`config.mk`:
```
export PLATFORM = sky130hd
export DESIGN_NAME = radio_packet_framer_deframer
export DESIGN_NICKNAME = d
export VERILOG_FILES = /design/src/sv/rpfd_pkg.sv /design/src/sv/rpfd_front.sv /design/src/sv/rpfd_jobq.sv /design/src/sv/rpfd_back.sv /design/src/sv/radio_packet_framer_deframer.sv
export SDC_FILE = /design/constraint.sdc
export NUM_CORES = 1
export LEC_CHECK = 0
export BUFFER_PORTS_ARGS = -buffer_cell sky130_fd_sc_hd__clkbuf_2
export CAP_MARGIN = 20
export CORE_ASPECT_RATIO = 1.5
export CORE_MARGIN = 2
export CORE_UTILIZATION = 45
export DETAILED_ROUTE_END_ITERATION = 8
export PLACE_DENSITY = 0.58
export RECOVER_POWER = 50
export SLEW_MARGIN = 0
export SYNTH_ARGS = -nofsm -noshare
export SYNTH_HDL_FRONTEND = slang
export SYNTH_HIERARCHICAL = 1
export SYNTH_SLANG_ARGS = --single-unit
```
`constraint.sdc`:
```
create_clock -name clk -period 7.7 [get_ports clk]
set_input_delay 1.54 -clock clk [delete_from_list [all_inputs] [get_ports clk]]
set_output_delay 1.54 -clock clk [all_outputs]
set_load 0.02 [all_outputs]
```
`src/sv/rpfd_pkg.sv`:
```
`default_nettype none

package rpfd_pkg;

  // Input operations
  localparam logic [1:0] OP_RX_BYTE    = 2'd0;
  localparam logic [1:0] OP_SEND_START = 2'd1;
  localparam logic [1:0] OP_SEND_BYTE  = 2'd2;

  // Result kinds
  localparam logic [1:0] KIND_RX_PAYLOAD = 2'd0;
  localparam logic [1:0] KIND_DELIVERED  = 2'd1;
  localparam logic [1:0] KIND_TX_BYTE    = 2'd2;
  localparam logic [1:0] KIND_ACK_RX     = 2'd3;

  // Configuration register indexes
  localparam int CFG_INDEX_W = 2;
  localparam logic [CFG_INDEX_W-1:0] REG_OWN_ADDRESS       = 2'd0;
  localparam logic [CFG_INDEX_W-1:0] REG_ALTERNATE_ADDRESS = 2'd1;
  localparam logic [CFG_INDEX_W-1:0] REG_DATA_TYPE_CODE    = 2'd2;
  localparam logic [CFG_INDEX_W-1:0] REG_ACK_TYPE_CODE     = 2'd3;

  // Configuration reset values
  localparam logic [7:0] RST_OWN_ADDRESS       = 8'd1;
  localparam logic [7:0] RST_ALTERNATE_ADDRESS = 8'd2;
  localparam logic [7:0] RST_DATA_TYPE_CODE    = 8'd1;
  localparam logic [7:0] RST_ACK_TYPE_CODE     = 8'd2;

  // Header byte positions (destination, source, type, sequence, length)
  localparam logic [2:0] FRM_DEST = 3'd0;
  localparam logic [2:0] FRM_SRC  = 3'd1;
  localparam logic [2:0] FRM_TYPE = 3'd2;
  localparam logic [2:0] FRM_SEQ  = 3'd3;
  localparam logic [2:0] FRM_LEN  = 3'd4;

  // Depth of the request queue between front and back
  localparam int JOBQ_DEPTH = 4;

  typedef struct packed {
    logic [1:0] op;
    logic [7:0] byte_in;
    logic       end_of_packet;
    logic [7:0] send_dest;
    logic [7:0] send_length;
  } item_t;

  typedef struct packed {
    logic [1:0] kind;
    logic [7:0] value;
    logic       frame_end;
    logic       last_of_run;
  } result_t;

  typedef struct packed {
    logic [7:0] own_address;
    logic [7:0] alternate_address;
    logic [7:0] data_type_code;
    logic [7:0] ack_type_code;
  } cfg_t;

  // One classified request: an optional leading byte, then either a
  // transmit header or an acknowledgement frame plus delivered count.
  typedef struct packed {
    logic       lead_valid;
    logic [1:0] lead_kind;
    logic [7:0] lead_value;
    logic       lead_fend;
    logic       tx_header;
    logic       finish;
    logic [7:0] peer;
    logic [7:0] seq;
    logic [7:0] count;
  } job_t;

endpackage

`default_nettype wire

```
`src/sv/rpfd_front.sv`:
```
`default_nettype none

module rpfd_front #(
  parameter int MAX_PAYLOAD = 64
) (
  input  wire logic           clk,
  input  wire logic           rst,
  input  wire rpfd_pkg::cfg_t  cfg,
  input  wire rpfd_pkg::item_t item,
  input  wire logic           accept,
  output rpfd_pkg::job_t      job,
  output logic                job_valid
);
  import rpfd_pkg::*;

  localparam logic [7:0] MaxLen = 8'(MAX_PAYLOAD);

  typedef enum logic [1:0] {
    RX_HEADER,
    RX_PAYLOAD,
    RX_DISCARD
  } rx_phase_t;

  rx_phase_t  rx_phase, rx_phase_next;
  logic [2:0] header_count, header_count_next;
  logic [7:0] payload_count, payload_count_next;
  logic [7:0] tx_sequence, tx_sequence_next;
  logic [7:0] tx_remaining, tx_remaining_next;
  logic [7:0] hdr_dest, hdr_source, hdr_kind, hdr_sequence, payload_target;
  logic [7:0] rx_len, tx_len, count_inc;
  logic       addr_ok;

  // Clamp lengths to the maximum payload
  assign rx_len    = (item.byte_in > MaxLen) ? MaxLen : item.byte_in;
  assign tx_len    = (item.send_length > MaxLen) ? MaxLen : item.send_length;
  assign count_inc = payload_count + 8'd1;
  assign addr_ok   = (hdr_dest == cfg.own_address) || (hdr_dest == cfg.alternate_address);

  // Classify the request and update receive and send state
  always_comb begin
    rx_phase_next      = rx_phase;
    header_count_next  = header_count;
    payload_count_next = payload_count;
    tx_sequence_next   = tx_sequence;
    tx_remaining_next  = tx_remaining;
    job                = '0;
    job_valid          = 1'b0;
    if (accept) begin
      case (item.op)
        OP_RX_BYTE: begin
          case (rx_phase)
            RX_HEADER: begin
              if (header_count < FRM_LEN) begin
                header_count_next = item.end_of_packet ? 3'd0 : header_count + 3'd1;
              end else begin
                header_count_next  = 3'd0;
                payload_count_next = 8'd0;
                rx_phase_next      = item.end_of_packet ? RX_HEADER : RX_DISCARD;
                if (addr_ok && hdr_kind == cfg.data_type_code) begin
                  if (rx_len == 8'd0 || item.end_of_packet) begin
                    job_valid  = 1'b1;
                    job.finish = 1'b1;
                    job.peer   = hdr_source;
                    job.seq    = hdr_sequence;
                    job.count  = 8'd0;
                  end else begin
                    rx_phase_next = RX_PAYLOAD;
                  end
                end else if (addr_ok && hdr_kind == cfg.ack_type_code) begin
                  job_valid      = 1'b1;
                  job.lead_valid = 1'b1;
                  job.lead_kind  = KIND_ACK_RX;
                  job.lead_value = hdr_sequence;
                end
              end
            end
            RX_PAYLOAD: begin
              payload_count_next = count_inc;
              job_valid          = 1'b1;
              job.lead_valid     = 1'b1;
              job.lead_kind      = KIND_RX_PAYLOAD;
              job.lead_value     = item.byte_in;
              if (count_inc >= payload_target || item.end_of_packet) begin
                job.finish    = 1'b1;
                job.peer      = hdr_source;
                job.seq       = hdr_sequence;
                job.count     = count_inc;
                rx_phase_next = item.end_of_packet ? RX_HEADER : RX_DISCARD;
              end
            end
            default: begin
              if (item.end_of_packet) rx_phase_next = RX_HEADER;
            end
          endcase
        end
        OP_SEND_START: begin
          job_valid         = 1'b1;
          job.tx_header     = 1'b1;
          job.peer          = item.send_dest;
          job.seq           = tx_sequence;
          job.count         = tx_len;
          tx_sequence_next  = tx_sequence + 8'd1;
          tx_remaining_next = tx_len;
        end
        OP_SEND_BYTE: begin
          if (tx_remaining != 8'd0) begin
            tx_remaining_next = tx_remaining - 8'd1;
            job_valid         = 1'b1;
            job.lead_valid    = 1'b1;
            job.lead_kind     = KIND_TX_BYTE;
            job.lead_value    = item.byte_in;
            job.lead_fend     = (tx_remaining == 8'd1);
          end
        end
        default: begin
        end
      endcase
    end
  end

  // Hold control state
  always_ff @(posedge clk) begin
    if (rst) begin
      rx_phase      <= RX_HEADER;
      header_count  <= 3'd0;
      payload_count <= 8'd0;
      tx_sequence   <= 8'd0;
      tx_remaining  <= 8'd0;
    end else begin
      rx_phase      <= rx_phase_next;
      header_count  <= header_count_next;
      payload_count <= payload_count_next;
      tx_sequence   <= tx_sequence_next;
      tx_remaining  <= tx_remaining_next;
    end
  end

  // Capture header fields
  always_ff @(posedge clk) begin
    if (accept && item.op == OP_RX_BYTE && rx_phase == RX_HEADER) begin
      case (header_count)
        FRM_DEST: hdr_dest       <= item.byte_in;
        FRM_SRC:  hdr_source     <= item.byte_in;
        FRM_TYPE: hdr_kind       <= item.byte_in;
        FRM_SEQ:  hdr_sequence   <= item.byte_in;
        default:  payload_target <= rx_len;
      endcase
    end
  end

endmodule

`default_nettype wire

```
`src/sv/rpfd_jobq.sv`:
```
`default_nettype none

module rpfd_jobq (
  input  wire logic          clk,
  input  wire logic          rst,
  input  wire logic          push,
  input  wire rpfd_pkg::job_t job_in,
  output logic               full,
  input  wire logic          deq,
  output logic               empty,
  output rpfd_pkg::job_t     head
);
  import rpfd_pkg::*;

  localparam int PtrW = $clog2(JOBQ_DEPTH);
  localparam int CntW = $clog2(JOBQ_DEPTH + 1);
  localparam logic [PtrW-1:0] LastPtr = PtrW'(JOBQ_DEPTH - 1);

  job_t            slots [JOBQ_DEPTH];
  logic [PtrW-1:0] wr_ptr, rd_ptr;
  logic [CntW-1:0] fill;
  logic            do_push, do_deq;

  assign full    = (fill == CntW'(JOBQ_DEPTH));
  assign empty   = (fill == '0);
  assign head    = slots[rd_ptr];
  assign do_push = push && !full;
  assign do_deq  = deq && !empty;

  // Advance pointers and fill count
  always_ff @(posedge clk) begin
    if (rst) begin
      wr_ptr <= '0;
      rd_ptr <= '0;
      fill   <= '0;
    end else begin
      if (do_push) wr_ptr <= (wr_ptr == LastPtr) ? '0 : wr_ptr + 1'b1;
      if (do_deq)  rd_ptr <= (rd_ptr == LastPtr) ? '0 : rd_ptr + 1'b1;
      if (do_push && !do_deq) fill <= fill + 1'b1;
      else if (!do_push && do_deq) fill <= fill - 1'b1;
    end
  end

  // Store requests
  always_ff @(posedge clk) begin
    if (do_push) slots[wr_ptr] <= job_in;
  end

endmodule

`default_nettype wire

```
`src/sv/rpfd_back.sv`:
```
`default_nettype none

module rpfd_back (
  input  wire logic          clk,
  input  wire logic          rst,
  input  wire rpfd_pkg::cfg_t cfg,
  input  wire rpfd_pkg::job_t head,
  input  wire logic          head_empty,
  output logic               deq,
  output rpfd_pkg::result_t  result,
  output logic               empty,
  input  wire logic          pop
);
  import rpfd_pkg::*;

  logic [2:0] idx, n_total, f_idx;
  logic       out_valid, advance, last;
  result_t    res;

  assign n_total = {2'b00, head.lead_valid} + (head.tx_header ? 3'd5 : 3'd0)
                 + (head.finish ? 3'd6 : 3'd0);
  assign f_idx   = idx - {2'b00, head.lead_valid};
  assign last    = (idx == n_total - 3'd1);
  assign advance = !out_valid || pop;
  assign deq     = advance && !head_empty && last;
  assign empty   = !out_valid;

  // Pick the result for the current step of the request
  always_comb begin
    res             = '0;
    res.last_of_run = last;
    if (head.lead_valid && idx == 3'd0) begin
      res.kind      = head.lead_kind;
      res.value     = head.lead_value;
      res.frame_end = head.lead_fend;
    end else begin
      res.kind = KIND_TX_BYTE;
      case (f_idx)
        FRM_DEST: res.value = head.peer;
        FRM_SRC:  res.value = cfg.own_address;
        FRM_TYPE: res.value = head.finish ? cfg.ack_type_code : cfg.data_type_code;
        FRM_SEQ:  res.value = head.seq;
        FRM_LEN: begin
          res.value     = head.finish ? 8'd0 : head.count;
          res.frame_end = head.finish || (head.count == 8'd0);
        end
        default: begin
          res.kind  = KIND_DELIVERED;
          res.value = head.count;
        end
      endcase
    end
  end

  // Advance the step counter and load the output register
  always_ff @(posedge clk) begin
    if (rst) begin
      idx       <= 3'd0;
      out_valid <= 1'b0;
    end else if (advance) begin
      if (!head_empty) begin
        out_valid <= 1'b1;
        idx       <= last ? 3'd0 : idx + 3'd1;
      end else begin
        out_valid <= 1'b0;
      end
    end
  end

  always_ff @(posedge clk) begin
    if (advance && !head_empty) result <= res;
  end

endmodule

`default_nettype wire

```
`src/sv/radio_packet_framer_deframer.sv`:
```
// Radio frame framer/deframer with a queue-style interface on both sides.
// Requests: drive item and raise push; a request is taken at a clock edge
// where push is high and full is low. Results: while empty is low the oldest
// result sits on result; raise pop to take it. Configuration: cfg_index and
// cfg_data with cfg_valid; cfg_ready is always high, write only while idle.
// Receive bytes (op 0) are deframed; a start (op 1) emits a five-byte header;
// send bytes (op 2) pass through up to the clamped length.
// The front classifies each request in the cycle it is taken and places a
// descriptor in a four-entry queue; the back expands it into 1 to 7 results,
// one per cycle while the receiver does not stall, into an output register.
// The first result of a request passes through the queue and the output
// register. A request yields 1 to 7 results, none for dropped bytes.
// Requests are taken every cycle while the queue has room, also while the
// back is still expanding earlier descriptors.
// Reset clears the queue, the output register, receive/send state and loads
// the default configuration. When the receiver stalls, results hold, the
// queue fills and full rises after four waiting descriptors.
`default_nettype none

module radio_packet_framer_deframer #(
  parameter int MAX_PAYLOAD = 64
) (
  input  wire logic                                 clk,
  input  wire logic                                 rst,
  input  wire logic                                 push,
  output logic                                      full,
  input  wire rpfd_pkg::item_t                       item,
  output logic                                      empty,
  input  wire logic                                 pop,
  output rpfd_pkg::result_t                         result,
  input  wire logic                                 cfg_valid,
  output logic                                      cfg_ready,
  input  wire logic [rpfd_pkg::CFG_INDEX_W-1:0]      cfg_index,
  input  wire logic [7:0]                           cfg_data
);
  import rpfd_pkg::*;

  cfg_t cfg;
  job_t job, head;
  logic job_valid, accept, head_empty, deq;

  assign cfg_ready = 1'b1;
  assign accept    = push && !full;

  // Write configuration registers
  always_ff @(posedge clk) begin
    if (rst) begin
      cfg.own_address       <= RST_OWN_ADDRESS;
      cfg.alternate_address <= RST_ALTERNATE_ADDRESS;
      cfg.data_type_code    <= RST_DATA_TYPE_CODE;
      cfg.ack_type_code     <= RST_ACK_TYPE_CODE;
    end else if (cfg_valid && cfg_ready) begin
      case (cfg_index)
        REG_OWN_ADDRESS:       cfg.own_address       <= cfg_data;
        REG_ALTERNATE_ADDRESS: cfg.alternate_address <= cfg_data;
        REG_DATA_TYPE_CODE:    cfg.data_type_code    <= cfg_data;
        REG_ACK_TYPE_CODE:     cfg.ack_type_code     <= cfg_data;
        default: begin
        end
      endcase
    end
  end

  rpfd_front #(
    .MAX_PAYLOAD(MAX_PAYLOAD)
  ) u_front (
    .clk       (clk),
    .rst       (rst),
    .cfg       (cfg),
    .item      (item),
    .accept    (accept),
    .job       (job),
    .job_valid (job_valid)
  );

  rpfd_jobq u_jobq (
    .clk    (clk),
    .rst    (rst),
    .push   (job_valid),
    .job_in (job),
    .full   (full),
    .deq    (deq),
    .empty  (head_empty),
    .head   (head)
  );

  rpfd_back u_back (
    .clk        (clk),
    .rst        (rst),
    .cfg        (cfg),
    .head       (head),
    .head_empty (head_empty),
    .deq        (deq),
    .result     (result),
    .empty      (empty),
    .pop        (pop)
  );

  // Nothing is pending right after reset
  a_reset_idle: assert property (@(posedge clk) (!rst && $past(rst)) |-> (empty && !full))
    else $error("result or request queue not idle after reset");

  // Only transmitted bytes close a frame
  a_fend_tx_only: assert property (@(posedge clk) disable iff (rst)
    (!empty && result.kind != KIND_TX_BYTE) |-> !result.frame_end)
    else $error("frame_end on a non-transmit result");

  // Delivered counts and ack reports always end their request's run
  a_run_end: assert property (@(posedge clk) disable iff (rst)
    (!empty && (result.kind == KIND_DELIVERED || result.kind == KIND_ACK_RX))
      |-> result.last_of_run)
    else $error("count or ack report not last of its run");

endmodule

`default_nettype wire

```
==> results of run 1 <==
==> registers in the layout, summed over array words and instances, names as in the netlist, 8 cells and up, named ones only <==
signal                  cells
u_jobq/slots              152
u_front/payload_count       8
u_front/hdr_kind            8
cfg                        32
u_front/payload_target      8
u_front/hdr_dest            8
u_back/result              12
u_front/hdr_source          8
u_front/tx_sequence         8
u_front/hdr_sequence        8
u_front/tx_remaining        8
==> layer usage <==
metal	global-route usage	part of all wire	vias to the layer above
met4	0.0703	0.031	0
li1	-	-	3501
met1	0.257	0.43	3790
met5	0	0	-
met3	0.0218	0.033	43
met2	0.354	0.51	166
==> Yosys cell counts, types with 3 or more instances <==
cell type	instances	area, µm²
nand2b_1	41	257
buf_2	12	60.1
nand3_1	12	60.1
and3_2	4	30.0
ha_1	30	375
nor4_1	9	56.3
a21o_1	3	22.5
mux4_2	46	1040
a41o_1	8	80.1
and2_1	22	138
buf_6	5	56.3
edfxtp_1	204	6130
clkbuf_1	19	71.3
nand4_1	10	62.6
o21bai_1	3	22.5
nor2_1	49	184
and3_1	3	18.8
dfxtp_1	74	1480
or3_1	3	18.8
a211oi_1	3	22.5
a22o_1	21	184
nor2b_1	5	31.3
mux2i_1	34	340
a21oi_1	32	160
nand3b_1	5	37.5
a31oi_1	3	18.8
o21ai_0	18	90.1
a2bb2oi_1	8	70.1
mux2_4	7	105
a221oi_1	3	26.3
nor3_1	14	70.1
a221o_1	8	80.1
buf_4	3	22.5
xor2_1	21	184
and3b_1	5	43.8
xnor2_1	30	263
inv_1	29	109
o21ai_1	3	15.0
a22oi_1	5	37.5
nand2_1	35	131
==> path summary, 6_finish.rpt <==
check	start	slack, ns	to
max	push	2.23	u_jobq/slots[2][9]
min reg2reg	cfg[19]	0.49	cfg[19]
min	cfg[19]	0.49	cfg[19]
max reg2reg	u_jobq/fill[0]	2.43	u_jobq/slots[2][9]
==> logic make-up (layout without fill, tap and decap cells) <==
| group | Yosys count | count (layout) | share of synthesized area |
|---|---|---|---|
| DFF | 278 | 278 | 0.603 |
| and+or+nand+nor | 229 | 229 | 0.0983 |
| AOI/OAI and AO/OA | 140 | 140 | 0.0845 |
| muxes | 88 | 88 | 0.118 |
| buffers and inverters | 70 | 144 | 0.0263 |
| xor gates and xnor gates | 52 | 52 | 0.0372 |
| adders and majority gates | 31 | 31 | 0.0314 |
| other | 2 | 2 | 0.000596 |
==> where the power goes <==
group / switching [W] / internal, W / total (W)
Sequential: 0.0000356 / 0.00168 / 0.00172
Combinational: 0.000274 / 0.000175 / 0.000449
Clock: 0.000553 / 0.000682 / 0.00123
==> final cells by class <==
type                    instances  share of cell area
flip-flops and latches        278               0.547
multi-input cells             542               0.333
clock buffers                  34              0.0504
well taps                     346              0.0311
repair buffers                 66              0.0224
inverters                      30             0.00845
clock inverters                14             0.00818
==> stage by stage <==
| stage | total power, W | setup WS, ns | std cells | hold slack (ns) |
|---|---|---|---|---|
| 2_1_floorplan | 0.00206 | 3.32 | 890 | 0.462 |
| 3_3_place_gp | 0.00221 | 2.40 | 1260 | 0.476 |
| 3_5_place_dp | 0.00221 | 2.38 | 1260 | 0.480 |
| 4_1_cts | 0.00345 | 2.93 | 1308 | 0.491 |
| 5_1_grt | 0.00353 | 2.07 | 1310 | 0.519 |
| 6_report | 0.00340 | 2.23 | 1310 | 0.491 |
==> worst max-delay path, cell delays in order <==
cell and delay [ns]:
clkbuf_2 0.07, nor2b_1 0.37, nor4b_1 1.49, nand2_1 0.52
o21ai_0 0.71, clkbuf_1 0.80, a22o_1 0.32
==> metrics.cfg, run 1 <==
[clock_network]
cts.sinks=278
cts-root-buf=clkbuf_16
cts_setup_buffers=0
clk_pin_slew_worst_paths_ns=0.07
htree_levels=1
insertion_delay_ns=0.54
cts_tree=yes
cts.repair.resized=0
cts_made_buffers=26
cts_hold_buf=0
cts.path.max_buffers=3

[timing]
finalClockSkew_ns=0.00901
hold_viol_final=0
max_clock_freq_mhz=183
setup_viol=0
min_period_over_period=0.710
slew_headroom=-1.37
setup-tns-final_ns=0
slew_viol_final=111
rsz0062_at_grt=false
finalCriticalPeriod_ns=5.47
worstMarginPinSlew_ns=3.55

[place]
hpwl_um=20600
place_area_um2=13200
gp_congestion=0.833
io_buffers=55

[route]
drt_iter0_drc=472
drt_pass1_iterations=5
antenna_left=0
wl_per_cell_um=22.4
dr_total_vias=7500
post-route-drc-count=0
vias_per_cell=5.73
totalWireLength_um=29300

[floorplan]
coreArea_um2=27800
die-area_um2=29400
rows=75
ios=57
start_util=0.454
fp.dieW_um=141
die_h_um=209

[layout]
final_common_cell=edfxtp_1
fillCellCount=2410
post-route-util=0.501
synthToLayoutAreaGrowth_pct=10.4
nNetsFinal=1017
num_antenna_cells=0
layout-drive-gt1-share=0.148
final_cell_mix=edfxtp_1, dfxtp_1, nor2_1
design_area_um2=13900
regArea_um2=7610
multi_input_area_um2=4630

[global_routing]
gr-total-overflow=0
antenna_found_initial=0
grt_usage=0.201
grt_max_degree=84
grt_pass1_wl_um=44700
grt_pass1_vias=7512

[synthesis]
synth_nets=963
synth_edf_count=204
ys_warn_count=6
syn_area_um2=12600
synth_cell_types=72
ys.flop_type=edfxtp_1
syn_avg_cell_area_um2=14.2
ys_ff_latch=278
async_flop_share=0
syn_inst=890
ys_seq_area_frac=0.603

[worst_setup_path]
end_kind=register
critical_path_required_ns=8.08
worstPathMaxFanout=17
ff2ff_path_depth=8
cp.arrival_ns=5.84
critical_path_class=primary input to register
worst_setup_path_start_kind=primary input

[power]
cellPowerDensity_nw_per_um2=244
peakVddDrop_mv=0.185
leakage_nw=4.92

[run_status]
violations=capacitance limit, slew limit
status=finished, violations left

[worst_hold_path]
holdPathStages=2
hold_path.class=register to register

[run]
maxCapViolations=3

No activity file was read; power rests on OpenSTA's default activity.
==> run 2: changes to the inputs <==
Clock period 7.7 ns to 5.55 ns, I/O delays scaled along.
==> metrics.cfg, run 2 (synthesis gave the netlist of run 1 again) <==
[place]
hpwl_um=21400  ; +3.5%
gp_congestion=0.807  ; -3.2%
place_area_um2=13200  ; +0.40%
dp_slack_ns=1.14  ; -1.24 ns
io_buffers=55  ; unchanged

[timing]
finalClockSkew_ns=0.0133  ; +0.00425 ns
min_period_over_period=0.812
rsz0062_at_grt=false
setup-tns-final_ns=0  ; unchanged
hold_viol_final=0  ; unchanged
max_clock_freq_mhz=222
finalCriticalPeriod_ns=4.50
worstMarginPinSlew_ns=2.03  ; -1.52 ns
setup_slack_ns=1.05  ; -1.19 ns
slew_viol_final=86  ; -23%
slew_headroom=-0.356  ; +1.01
setup_viol=0  ; unchanged

[clock_network]
cts.path.max_buffers=3  ; unchanged
cts_setup_buffers=0  ; unchanged
cts.sinks=278  ; unchanged
cts.repair.resized=0  ; unchanged
clk_pin_slew_worst_paths_ns=0.07  ; about the same
cts_made_buffers=26  ; unchanged
cts_tree=yes
cts_hold_buf=0  ; unchanged
insertion_delay_ns=0.54  ; about the same
cts-root-buf=clkbuf_16
htree_levels=1  ; unchanged

[layout]
post-route-util=0.505  ; +0.00365
largest_reg_flops=152  ; unchanged
regMostFlops=u_jobq/slots
final_cell_mix=edfxtp_1, dfxtp_1, nor2_1
layout-drive-gt1-share=0.153  ; +0.00455
final_common_cell=edfxtp_1
top_regs=u_jobq/slots x152, cfg x32, u_back/result x12
num_antenna_cells=0  ; unchanged
design_area_um2=14000  ; +0.73%
synthToLayoutAreaGrowth_pct=11.2
nNetsFinal=1022  ; +0.49%

[power]
leakage_nw=4.98  ; +1.3%
cellPowerDensity_nw_per_um2=343  ; +40%
peakVddDrop_mv=0.203  ; +9.8%
p_total_w=0.00481  ; +41%

[worst_setup_path]
rrSetupSlack_ns=1.05  ; -1.38 ns
crit_buf_inv=4  ; +2
cp.arrival_ns=4.95  ; -0.89 ns
critical_path_required_ns=5.99  ; -2.09 ns
critical_path_class=register to register
end_kind=register
worstPathCellList=mux4_2 > inv_1 > ha_1 > inv_1 > ha_1 > xor2_1 > nor3_1 > clkbuf_1 > and2_0 > o31ai_1 > ha_1 > inv_1 > fa_1 > xor2_1 > or3_2 > a21oi_1
cp_slowest_cell=dfxtp_1
worstPathMaxFanout=15  ; -2
worst_setup_path_start_kind=register
critPathTopFamily=adder cells
crit_path_max_incr_delay_ns=0.98  ; -0.51 ns

[route]
post-route-drc-count=0  ; unchanged
drt_pass1_iterations=7  ; +2
vias_per_cell=5.69  ; -0.64%
drt_iter0_drc=501  ; +6.1%
dr_total_vias=7475  ; -0.33%
antenna_left=0  ; unchanged
totalWireLength_um=29400  ; +0.13%
wl_per_cell_um=22.4  ; -0.18%

[floorplan]
ios=57  ; unchanged
coreArea_um2=27800  ; unchanged
die-area_um2=29400  ; unchanged
die_h_um=209  ; unchanged
fp.dieW_um=141  ; unchanged
rows=75  ; unchanged
start_util=0.454  ; unchanged

[global_routing]
grt_pass1_vias=7726  ; +2.8%
gr-total-overflow=0  ; unchanged
grt_usage=0.204  ; +0.00366
grt_max_degree=45  ; -46%
antenna_found_initial=0  ; unchanged
grt_pass1_wl_um=45300  ; +1.4%

[run_status]
status=finished, violations left
violations=capacitance limit, slew limit

[worst_hold_path]
hold_path.class=register to register

[run]
maxCapViolations=2  ; -1

==> run 2: cell type report <==
cell class | count | area [µm²]
clock buffers | 37 | 733
clock inverters | 10 | 128
fillers | 2413 | 13800
inverters | 30 | 114
multi-input cells | 542 | 4660
flip-flops and latches | 278 | 7610
well taps | 346 | 433
repair buffers | 71 | 348
==> run 2: tightest hold or removal path: cells and delay by family, from the launching register on <==
kind / cells / cell delay (ns)
muxes: 1 / 0.06
DFF: 1 / 0.32
and+or+nand+nor: 1 / 0.07
==> run 2: worst paths after layout <==
check                               from        endpoint  depth (start not counted)
worst max-delay path            register  u_jobq/fill[2]                         16
worst min-delay path             cfg[16]         cfg[16]                          2
worst max register to register  register  u_jobq/fill[2]                         16
worst min register to register   cfg[16]         cfg[16]                          2
==> run 2: routing by layer <==
layer	up-vias	wire length [µm]	share of wire	track usage
met5	-	0	0	0
met2	153	15200	0.52	0.365
li1	3519	-	-	-
met4	0	872	0.030	0.0721
met3	37	1300	0.044	0.0270
met1	3766	12000	0.41	0.254
==> run 2: power breakdown <==
group / switching (W) / internal [W]
clock: 0.000743 / 0.00106
combinational: 0.000381 / 0.000246
sequential: 0.0000505 / 0.00233
total: 0.00117 / 0.00363
==> run 2: per-stage QoR <==
step	cells	hold WS, ns
6_report	1314	0.492
5_1_grt	1314	0.509
4_1_cts	1314	0.498
3_5_place_dp	1267	0.484
3_3_place_gp	1267	0.478
2_1_floorplan	890	0.462
==> run 3: changes to the inputs <==
Clock period 5.55 ns to 4.35 ns, I/O delays scaled along.
==> metrics.cfg, run 3 (synthesis gave the netlist of run 1 again) <==
[worst_hold_path]
hold_path.class=register to register

[clock_network]
insertion_delay_ns=0.54  ; about the same
clk_pin_slew_worst_paths_ns=0.06  ; about the same
cts_made_buffers=27  ; +3.8%
htree_levels=1  ; unchanged
cts.repair.resized=0  ; unchanged
cts_hold_buf=0  ; unchanged
cts.path.max_buffers=3  ; unchanged
cts.sinks=278  ; unchanged
cts-root-buf=clkbuf_16
cts_setup_buffers=0  ; unchanged
cts_tree=yes

[place]
io_buffers=55  ; unchanged
dp_slack_ns=0.433  ; -0.702 ns
hpwl_um=20900  ; -2.0%
place_area_um2=13300  ; +0.78%
placedCellCount=1274  ; +0.55%
gp_congestion=0.820  ; +1.7%

[layout]
top_regs=u_jobq/slots x152, cfg x32, u_back/result x12
nNetsFinal=1030  ; +0.78%
synthToLayoutAreaGrowth_pct=11.7
regMostFlops=u_jobq/slots
num_antenna_cells=0  ; unchanged
final_cell_mix=edfxtp_1, dfxtp_1, nor2_1
design_area_um2=14100  ; +0.39%
largest_reg_flops=152  ; unchanged
stdcell_count=1323  ; +0.68%
final_common_cell=edfxtp_1
layout-drive-gt1-share=0.165  ; +0.0119

[route]
antenna_left=0  ; unchanged
drt_pass1_iterations=6  ; -1
drt_iter0_drc=542  ; +8.2%
dr_total_vias=7601  ; +1.7%
wl_per_cell_um=22.5  ; +0.57%
post-route-drc-count=0  ; unchanged
totalWireLength_um=29700  ; +1.3%
vias_per_cell=5.75  ; +0.99%

[worst_setup_path]
critical_path_class=register to register
critical_path_required_ns=4.40  ; -1.59 ns
end_kind=register
worstPathMaxFanout=34  ; +19
cp.arrival_ns=3.86  ; -1.09 ns
worst_setup_path_start_kind=register
rrSetupSlack_ns=0.53  ; -0.51 ns

[run_status]
violations=capacitance limit, slew limit
status=finished, violations left

[power]
cellPowerDensity_nw_per_um2=432  ; +26%
p_total_w=0.00608  ; +26%
peakVddDrop_mv=0.272  ; +33%
leakage_nw=5.00  ; +0.46%

[floorplan]
rows=75  ; unchanged
start_util=0.454  ; unchanged
die-area_um2=29400  ; unchanged
ios=57  ; unchanged
coreArea_um2=27800  ; unchanged
die_h_um=209  ; unchanged
fp.dieW_um=141  ; unchanged

[run]
maxCapViolations=2  ; unchanged

[timing]
setup-tns-final_ns=0  ; unchanged
slew_headroom=-0.354  ; +0.00206
worstMarginPinSlew_ns=2.03  ; -0.00309 ns
max_clock_freq_mhz=262  ; +18%
min_period_over_period=0.877  ; +0.0656
setup_viol=0  ; unchanged
hold_viol_final=0  ; unchanged
slew_viol_final=86  ; unchanged
finalClockSkew_ns=0.0172  ; +0.00390 ns
setup_slack_ns=0.535  ; -0.511 ns
rsz0062_at_grt=false
finalCriticalPeriod_ns=3.82  ; -0.689 ns

[global_routing]
antenna_found_initial=0  ; unchanged
grt_pass1_wl_um=45500  ; +0.38%
grt_usage=0.205  ; +0.00113
grt_max_degree=47  ; +4.4%
grt_pass1_vias=7655  ; -0.92%
gr-total-overflow=0  ; unchanged

run 3: worst paths after layout:
| kind | start | end | cells past startpoint |
|---|---|---|---|
| worst min-delay path | cfg[19] | cfg[19] | 2 |
| worst min register to register | cfg[19] | cfg[19] | 2 |
| worst max register to register | u_front/tx_remaining[2] | u_jobq/slots[3][24] | 7 |
| worst max-delay path | u_front/tx_remaining[2] | u_jobq/slots[3][24] | 7 |
run 3: per-layer routing:
layer	GRT usage	wire length, µm	vias up
li1	-	-	3546
met1	0.271	12700	3850
met2	0.365	15400	166
met3	0.0206	1110	39
met4	0.0507	532	0
met5	0	0	-
run 3: layout make-up:
type                    count  area (µm²)
flip-flops and latches    278        7610
clock buffers              36         771
inverters                  30         118
multi-input cells         542        4650
fillers                  2368       13700
clock inverters            13        86.3
well taps                 346         433
repair buffers             78         405
run 3: power breakdown:
part	leakage (nW)	total (W)	internal, W	switching (W)
logic	2.12	0.000812	0.000321	0.000490
clock network	0.403	0.00223	0.00125	0.000984
registers	2.48	0.00303	0.00297	0.0000603
run 3: stage by stage:
step / hold WS (ns) / util
global route: 0.524 / 0.507
finish: 0.497 / 0.507
floorplan: 0.462 / -
CTS: 0.499 / 0.511
detailed placement: 0.488 / 0.480
global placement: 0.481 / 0.480
run 3: worst max-delay path: stages (launching register included):
cell and delay, ns:
dfxtp_1 0.37, or4_1 0.64, o311ai_4 0.56, and2_0 0.48, o41ai_1 0.15, buf_4 0.19
and3_1 0.26, clkbuf_2 0.65
